`config.mk`:
```
export PLATFORM = sky130hd
export DESIGN_NAME = ctp_ctrl
export DESIGN_NICKNAME = d
export VERILOG_FILES = /design/src/hdl/ctp_pkg.sv /design/src/hdl/ctp_ctrl.sv
export SDC_FILE = /design/constraint.sdc
export NUM_CORES = 2
export LEC_CHECK = 0
export ABC_AREA = 1
export BUFFER_PORTS_ARGS = -buffer_cell sky130_fd_sc_hd__buf_2
export CORE_UTILIZATION = 45
export CTS_CLUSTER_SIZE = 30
export DETAILED_ROUTE_END_ITERATION = 10
export GPL_TIMING_DRIVEN = 0
export MAX_ROUTING_LAYER = met4
export SYNTH_ARGS = -nofsm -noshare
export SYNTH_HDL_FRONTEND = slang
export SYNTH_SLANG_ARGS = --single-unit
```
`constraint.sdc`:
```
create_clock -name aclk -period 19.9 [get_ports aclk]
set_clock_uncertainty 0.15 [all_clocks]
set_input_delay 1.99 -clock aclk [delete_from_list [all_inputs] [get_ports aclk]]
set_output_delay 1.99 -clock aclk [all_outputs]
set_load 0.01 [all_outputs]
```
`src/hdl/ctp_pkg.sv`:
```
// Types, constants and codes of the call tree profiler.
`timescale 1ns / 1ps
`default_nettype none

package ctp_pkg;

    localparam int POOL_ENTRIES = 2048;
    localparam int NODE_W       = $clog2(POOL_ENTRIES);
    localparam int LINK_W       = NODE_W + 1;
    localparam int PC_BITS      = 32;
    localparam int CNT_W        = 32;
    localparam int TIME_W       = 64;
    localparam int PID_W        = 32;
    localparam int CFG_INDEX_W  = 4;
    localparam int CFG_DATA_W   = 32;

    localparam logic [LINK_W-1:0] NO_LINK = LINK_W'(POOL_ENTRIES);

    typedef enum logic [1:0] {
        OP_ENTER = 2'd0,
        OP_EXIT  = 2'd1,
        OP_READ  = 2'd2,
        OP_START = 2'd3
    } op_t;

    typedef enum logic [1:0] {
        ST_DONE    = 2'd0,
        ST_IGNORED = 2'd1,
        ST_FULL    = 2'd2,
        ST_READ    = 2'd3
    } status_t;

    typedef enum logic [1:0] {
        TM_KERNEL  = 2'd0,
        TM_USER    = 2'd1,
        TM_ELAPSED = 2'd2,
        TM_SAMPLE  = 2'd3
    } time_mode_t;

    localparam logic [CFG_INDEX_W-1:0] CFG_TIME_MODE  = CFG_INDEX_W'(0);
    localparam logic [CFG_INDEX_W-1:0] CFG_FILTER_PID = CFG_INDEX_W'(1);

    typedef struct packed {
        time_mode_t       time_mode;
        logic [PID_W-1:0] filter_pid;
    } cfg_t;

    typedef struct packed {
        logic [1:0]         opcode;
        logic [PC_BITS-1:0] call_pc;
        logic [PID_W-1:0]   proc_id;
        logic [TIME_W-1:0]  cycle_count;
        logic [TIME_W-1:0]  kernel_cycles;
        logic [TIME_W-1:0]  proc_cycles;
        logic [TIME_W-1:0]  clock_ticks;
        logic [NODE_W-1:0]  read_index;
    } in_item_t;

    typedef struct packed {
        logic [1:0]               status;
        logic [NODE_W-1:0]        node_index;
        logic [LINK_W-1:0]        first_child;
        logic [LINK_W-1:0]        next_sibling;
        logic [PC_BITS-1:0]       node_pc;
        logic [CNT_W-1:0]         node_count;
        logic signed [TIME_W-1:0] node_time;
        logic [CNT_W-1:0]         error_count;
    } out_item_t;

    // One node of the call tree as held in the record memory.
    typedef struct packed {
        logic [NODE_W-1:0]  parent;
        logic [LINK_W-1:0]  child;
        logic [LINK_W-1:0]  sibling;
        logic [PC_BITS-1:0] pc;
        logic [CNT_W-1:0]   count;
        logic [TIME_W-1:0]  ticks;
    } node_rec_t;

    typedef struct packed {
        logic              rd_en;
        logic [NODE_W-1:0] rd_addr;
        logic              wr_en;
        logic [NODE_W-1:0] wr_addr;
        node_rec_t         wr_data;
    } mem_req_t;

endpackage

`default_nettype wire

```
`src/hdl/ctp_ctrl.sv`:
```
// Sequencer: walks child lists and read-modify-writes node records.
`timescale 1ns / 1ps
`default_nettype none

module ctp_ctrl (
    input  wire logic                aclk,
    input  wire logic                aresetn,
    input  wire ctp_pkg::cfg_t       cfg,
    input  wire logic                s_valid,
    output logic                     s_ready,
    input  wire ctp_pkg::in_item_t   s_data,
    output logic                     m_valid,
    input  wire logic                m_ready,
    output ctp_pkg::out_item_t       m_data,
    output ctp_pkg::mem_req_t        mem_req,
    input  wire ctp_pkg::node_rec_t  mem_rd_data
);
    import ctp_pkg::*;

    typedef enum logic [3:0] {
        S_IDLE,
        S_FETCH,
        S_WALK,
        S_UPD_WR,
        S_EXIT_WR,
        S_RES_WAIT,
        S_ALLOC,
        S_LINK_WR,
        S_EMIT
    } state_t;

    state_t            state_reg;
    in_item_t          item_reg;
    node_rec_t         rec_reg;
    node_rec_t         res_rec_reg;
    status_t           status_reg;
    logic [NODE_W-1:0] idx_reg;
    logic [NODE_W-1:0] cur_reg;
    logic [NODE_W-1:0] last_used_reg;
    logic [NODE_W-1:0] walk_reg;
    logic [LINK_W-1:0] head_reg;
    logic              active_reg;
    logic [CNT_W-1:0]  err_reg;
    logic [TIME_W-1:0] delta_reg;
    logic              m_valid_reg;
    out_item_t         m_data_reg;

    logic              accept;
    logic              pid_ok;
    logic              pc_hit;
    logic [LINK_W-1:0] new_link;
    logic              pool_full;
    logic [TIME_W-1:0] delta;
    node_rec_t         root_rec;
    node_rec_t         new_rec;
    node_rec_t         upd_rec;
    node_rec_t         exit_rec;
    node_rec_t         link_rec;

    assign s_ready   = (state_reg == S_IDLE);
    assign accept    = s_valid && s_ready;
    assign pid_ok    = (cfg.filter_pid == '0) || (item_reg.proc_id == cfg.filter_pid);
    assign pc_hit    = (mem_rd_data.pc == item_reg.call_pc);
    assign new_link  = {1'b0, last_used_reg} + LINK_W'(1);
    assign pool_full = (new_link >= NO_LINK);

    // Stamp added to a node's time on enter and taken off on exit.
    always_comb begin
        case (cfg.time_mode)
            TM_KERNEL:  delta = '0 - item_reg.proc_cycles - item_reg.cycle_count;
            TM_USER:    delta = item_reg.kernel_cycles - item_reg.cycle_count;
            TM_ELAPSED: delta = '0 - item_reg.cycle_count;
            default:    delta = '0 - item_reg.clock_ticks;
        endcase
    end

    always_comb begin
        root_rec         = '0;
        root_rec.child   = NO_LINK;
        root_rec.sibling = NO_LINK;

        new_rec         = '0;
        new_rec.parent  = cur_reg;
        new_rec.child   = NO_LINK;
        new_rec.sibling = head_reg;
        new_rec.pc      = item_reg.call_pc;
        new_rec.count   = CNT_W'(1);
        new_rec.ticks   = delta_reg;

        upd_rec       = rec_reg;
        upd_rec.count = rec_reg.count + CNT_W'(1);
        upd_rec.ticks = rec_reg.ticks + delta_reg;

        exit_rec       = rec_reg;
        exit_rec.ticks = rec_reg.ticks - delta_reg;

        // Push the fresh node at the head of the old current node's list
        link_rec       = rec_reg;
        link_rec.child = {1'b0, idx_reg};
    end

    always_comb begin
        mem_req         = '0;
        mem_req.rd_addr = cur_reg;
        case (state_reg)
            S_IDLE: begin
                if (accept) begin
                    if (s_data.opcode == OP_START) begin
                        mem_req.wr_en   = 1'b1;
                        mem_req.wr_addr = '0;
                        mem_req.wr_data = root_rec;
                    end else begin
                        mem_req.rd_en   = 1'b1;
                        mem_req.rd_addr = (s_data.opcode == OP_READ) ?
                                          s_data.read_index : cur_reg;
                    end
                end
            end
            S_FETCH: begin
                mem_req.rd_addr = mem_rd_data.child[NODE_W-1:0];
                mem_req.rd_en   = (item_reg.opcode == OP_ENTER) && active_reg && pid_ok &&
                                  (mem_rd_data.child < NO_LINK);
            end
            S_WALK: begin
                mem_req.rd_addr = mem_rd_data.sibling[NODE_W-1:0];
                mem_req.rd_en   = !pc_hit && (mem_rd_data.sibling < NO_LINK);
            end
            S_UPD_WR: begin
                mem_req.wr_en   = 1'b1;
                mem_req.wr_addr = walk_reg;
                mem_req.wr_data = upd_rec;
            end
            S_EXIT_WR: begin
                mem_req.wr_en   = 1'b1;
                mem_req.wr_addr = cur_reg;
                mem_req.wr_data = exit_rec;
                mem_req.rd_en   = (cur_reg != '0);
                mem_req.rd_addr = rec_reg.parent;
            end
            S_ALLOC: begin
                mem_req.wr_en   = !pool_full;
                mem_req.wr_addr = new_link[NODE_W-1:0];
                mem_req.wr_data = new_rec;
            end
            S_LINK_WR: begin
                mem_req.wr_en   = 1'b1;
                mem_req.wr_addr = res_rec_reg.parent;
                mem_req.wr_data = link_rec;
            end
            default: begin
            end
        endcase
    end

    always_ff @(posedge aclk) begin
        if (!aresetn) begin
            state_reg     <= S_IDLE;
            cur_reg       <= '0;
            last_used_reg <= '0;
            active_reg    <= 1'b0;
            err_reg       <= '0;
            m_valid_reg   <= 1'b0;
        end else begin
            // Drop valid after a transfer unless a new result is loaded below
            if (m_valid_reg && m_ready && state_reg != S_EMIT) begin
                m_valid_reg <= 1'b0;
            end
            case (state_reg)
                S_IDLE: begin
                    if (accept) begin
                        item_reg <= s_data;
                        if (s_data.opcode == OP_START) begin
                            last_used_reg <= '0;
                            cur_reg       <= '0;
                            active_reg    <= 1'b1;
                            res_rec_reg   <= root_rec;
                            status_reg    <= ST_DONE;
                            idx_reg       <= '0;
                            state_reg     <= S_EMIT;
                        end else begin
                            state_reg <= S_FETCH;
                        end
                    end
                end
                S_FETCH: begin
                    rec_reg   <= mem_rd_data;
                    delta_reg <= delta;
                    if (item_reg.opcode == OP_READ) begin
                        status_reg  <= ST_READ;
                        idx_reg     <= item_reg.read_index;
                        res_rec_reg <= mem_rd_data;
                        state_reg   <= S_EMIT;
                    end else if (!active_reg || !pid_ok) begin
                        status_reg  <= ST_IGNORED;
                        idx_reg     <= cur_reg;
                        res_rec_reg <= mem_rd_data;
                        state_reg   <= S_EMIT;
                    end else if (item_reg.opcode == OP_EXIT) begin
                        state_reg <= S_EXIT_WR;
                    end else begin
                        head_reg <= mem_rd_data.child;
                        walk_reg <= mem_rd_data.child[NODE_W-1:0];
                        state_reg <= (mem_rd_data.child < NO_LINK) ? S_WALK : S_ALLOC;
                    end
                end
                S_WALK: begin
                    if (pc_hit) begin
                        rec_reg   <= mem_rd_data;
                        state_reg <= S_UPD_WR;
                    end else if (mem_rd_data.sibling >= NO_LINK) begin
                        state_reg <= S_ALLOC;
                    end else begin
                        walk_reg <= mem_rd_data.sibling[NODE_W-1:0];
                    end
                end
                S_UPD_WR: begin
                    cur_reg     <= walk_reg;
                    idx_reg     <= walk_reg;
                    res_rec_reg <= upd_rec;
                    status_reg  <= ST_DONE;
                    state_reg   <= S_EMIT;
                end
                S_EXIT_WR: begin
                    status_reg <= ST_DONE;
                    if (cur_reg == '0) begin
                        // Leaving the root ends the trace
                        active_reg  <= 1'b0;
                        idx_reg     <= '0;
                        res_rec_reg <= exit_rec;
                        state_reg   <= S_EMIT;
                    end else begin
                        cur_reg   <= rec_reg.parent;
                        idx_reg   <= rec_reg.parent;
                        state_reg <= S_RES_WAIT;
                    end
                end
                S_RES_WAIT: begin
                    res_rec_reg <= mem_rd_data;
                    state_reg   <= S_EMIT;
                end
                S_ALLOC: begin
                    if (pool_full) begin
                        active_reg  <= 1'b0;
                        err_reg     <= err_reg + CNT_W'(1);
                        status_reg  <= ST_FULL;
                        idx_reg     <= cur_reg;
                        res_rec_reg <= rec_reg;
                        state_reg   <= S_EMIT;
                    end else begin
                        last_used_reg <= new_link[NODE_W-1:0];
                        cur_reg       <= new_link[NODE_W-1:0];
                        idx_reg       <= new_link[NODE_W-1:0];
                        res_rec_reg   <= new_rec;
                        status_reg    <= ST_DONE;
                        state_reg     <= S_LINK_WR;
                    end
                end
                S_LINK_WR: begin
                    state_reg <= S_EMIT;
                end
                S_EMIT: begin
                    // Hold until the output register is free
                    if (!m_valid_reg || m_ready) begin
                        m_valid_reg             <= 1'b1;
                        m_data_reg.status       <= status_reg;
                        m_data_reg.node_index   <= idx_reg;
                        m_data_reg.first_child  <= res_rec_reg.child;
                        m_data_reg.next_sibling <= res_rec_reg.sibling;
                        m_data_reg.node_pc      <= res_rec_reg.pc;
                        m_data_reg.node_count   <= res_rec_reg.count;
                        m_data_reg.node_time    <= signed'(res_rec_reg.ticks);
                        m_data_reg.error_count  <= err_reg;
                        state_reg               <= S_IDLE;
                    end
                end
                default: begin
                    state_reg <= S_IDLE;
                end
            endcase
        end
    end

    assign m_valid = m_valid_reg;
    assign m_data  = m_data_reg;

endmodule

`default_nettype wire

```
==> results.tsv <==
metric	value	unit
status	finished with violations	
violations	max-capacitance violations, max-slew violations	
dpl_cell_area	0.0746	sq mm
dp.cells	11600	
ys_seq_area_share	44.7	%
cp_top_family	buffers and inverters	
netlist_area	0.0670	sq mm
cts_tree	built	
hpwl	280	mm
area_growth_syn_to_layout	17.0	%
hold_buffers	0	
grt_first_pass_wirelength	464	mm
vias_per_cell	5.85	
cp.arrival	5.43	ns
tightest_slew	1.58	ns
ios	920	
cpMostUsedCell	nand2_1	
ctsResizeCount	0	
overflow	0	
h-tree-depth	3	
die_w	388	um
final_common_cell	nand2_1	
maxSlewHeadroom	-5.07	%
cp.required	17.76	ns
leakagePower	35.5	nW
stdcell_area	0.0783	sq mm
rows	141	
path_buf_inv	5	
gp_congestion	1.12	
fp.coreArea	0.148	sq mm
synth_cell_types	60	
finalCritPeriodShare	38.1	%
path_class	reg -> out	
syn-num-nets	9595	
vias	69500	
final_cell_mix	nand2_1 (2305), inv_1 (1515), edfxtp_1 (956), buf_2 (932), nor2_1 (778)	
rsz0062_at_grt	no	
layout.cells.non_filler	11900	
drt-initial-drc-count	8776	
final_hold_viol_count	0	
drt_wl_total	338	mm
fp.dieH	388	um
clock_latency	0.83	ns
start_kind	flop	
nets	10600	
grt_max_degree	91	
timing.final.crit_period	7.57	ns
antenna_found_initial	62	
die_area	0.150	sq mm
clkSinkCount	1016	
largest_reg_flops	333	
crit_path_end_kind	primary output	
antenna_left	0	
yosysWarnings	0	
avgSynthCellArea	7.66	sq um
grt_usage	45.0	%
cap_viol_max_count	7	
drc_errors	0	
drive_gt1_share	12.7	%
max-clock-path-buffers	3	
synth_seq_cells	1016	
fmax	132	MHz
drtPass1Iterations	9	
async_reset_ff_share	0	%
initial_core_util	45.3	%
clock-root-buffer	clkbuf_16	
hold_class	reg -> reg	
cts_buffers	105	
post_cts_buffers	0	
ir_drop	0.0871	mV
grt_pass1_vias	66600	
path_clk_slew	0.06	ns
slew_violations	70	
portBuffers	918	
critPathMaxStageDelay	0.99	ns
synth_top_flop_cell	edfxtp_1	
synth-edff-count	956	
finalSetupViolations	0	
synth_cells	8738	
wire_per_inst	28.5	um
cp_cell_sequence	nand2_1 > inv_1 > nand2_1 > inv_2 > clkbuf_1 > buf_1 > nand3_1 > nand3b_1 > buf_2	
fill_cells	14000	
slowest_stage	buf_1	
cp_max_fo	10	
power_density	71.7	mW/mm^2
-- cells in the mapped netlist, types with 4 or more instances --
cell,instances,area [sq um]
nor2_4,8,90.1
buf_1,34,128
xor2_1,35,307
dfxtp_1,60,1200
nand3b_1,29,218
o21ai_2,29,254
a211oi_1,8,60.1
o211ai_1,48,360
o22ai_1,69,432
or2_2,25,156
buf_2,13,65.1
nand3_1,701,3510
buf_6,11,124
nor3_2,4,40.0
edfxtp_1,956,28700
nor2_2,24,150
ha_1,319,3990
clkinv_1,7,26.3
nand2_2,6,37.5
o2111ai_1,34,298
o21a_1,9,67.6
o21ai_0,475,2380
inv_1,1516,5690
clkbuf_1,152,571
nand4_1,119,744
o21ai_1,36,180
nand2_1,2305,8650
nor3_1,95,475
a32oi_1,4,35.0
nor2_1,781,2930
o32ai_1,11,96.3
a21oi_1,535,2680
inv_2,13,48.8
fa_1,4,80.1
xnor2_1,52,455
a32o_1,4,40.0
o21bai_1,39,293
o221ai_1,68,596
nor4_1,26,163
a22oi_1,36,270
a21boi_0,4,30.0
-- final timing paths --
kind                                                start                         to  slack, ns  cells after the start
worst max register to register  state_reg[0]$_SDFFE_PN0P_  res_rec_reg[41]$_DFFE_PP_      15.15                      8
worst min register to register  res_rec_reg[51]$_DFFE_PP_       m_data[83]$_DFFE_PP_       0.23                      0
worst min-delay path            res_rec_reg[51]$_DFFE_PP_       m_data[83]$_DFFE_PP_       0.23                      0
worst max-delay path            state_reg[0]$_SDFFE_PN0P_                mem_req[41]      12.33                      9
-- stage by stage --
step	TNS, ns	worst slack, ns	power [mW]	hold slack, ns	utilization (%)
after floorplan	0	2.66	3.13	0.250	-
after global placement	-1317.63	-4.17	3.57	0.251	50.1
after detailed placement	0	13.51	3.55	0.255	50.5
after CTS	0	12.61	5.58	0.230	52.9
after global routing	0	12.52	5.77	0.238	53.0
final	0	12.33	5.62	0.226	53.0
-- power by group --
| group | total (mW) | switching (mW) | internal (mW) |
|---|---|---|---|
| Clock | 2.07 | 0.925 | 1.15 |
| Combinational | 1.04 | 0.755 | 0.287 |
| Sequential | 2.51 | 0.0509 | 2.45 |
-- cell families (layout without fill, tap and decap cells) --
group	count (synthesis)	in the layout	share of synthesized area [%]
other	0	64	0
AND/OR/NAND/NOR	4136	4136	25.8
adder cells (fa/ha/maj)	323	323	6.08
AO/OA/AOI/OAI	1426	1426	12.3
XOR/XNOR	87	87	1.14
buffers and inverters	1750	2890	10.0
flip-flops	1016	1016	44.7
-- area by class of cell --
cell class / instances / area (sq um) / area share [%]
Tap cell: 1930 / 2410 / 3.08
Buffer: 214 / 933 / 1.19
Antenna cell: 64 / 160 / 0.204
Clock inverter: 69 / 847 / 1.08
Multi-Input combinational cell: 5972 / 30400 / 38.8
Inverter: 1536 / 5770 / 7.37
Clock buffer: 124 / 2720 / 3.47
Sequential cell: 1016 / 29900 / 38.2
Timing Repair Buffer: 947 / 5180 / 6.61
-- worst register-to-register path, stage by stage, from the launching register on --
cell and delay (ns):
dfxtp_1 0.47, nand2_1 0.15, inv_1 0.07, nand2_1 0.53, inv_2 0.63, clkbuf_1 0.55
buf_1 0.99, nand3_1 0.51, nand3_1 0.41
-- metal layers --
layer / vias to the layer above / wire length (um) / share of wire [%] / GRT usage, %
met2: 4687 / 156000 / 46 / 71.1
met4: 0 / 31100 / 9.2 / 34.5
met3: 1179 / 32500 / 9.6 / 8.90
met1: 32400 / 119000 / 35 / 50.1
li1: 31200 / - / - / -
met5: - / 0 / 0 / -
(Power assumes the default switching activity.)
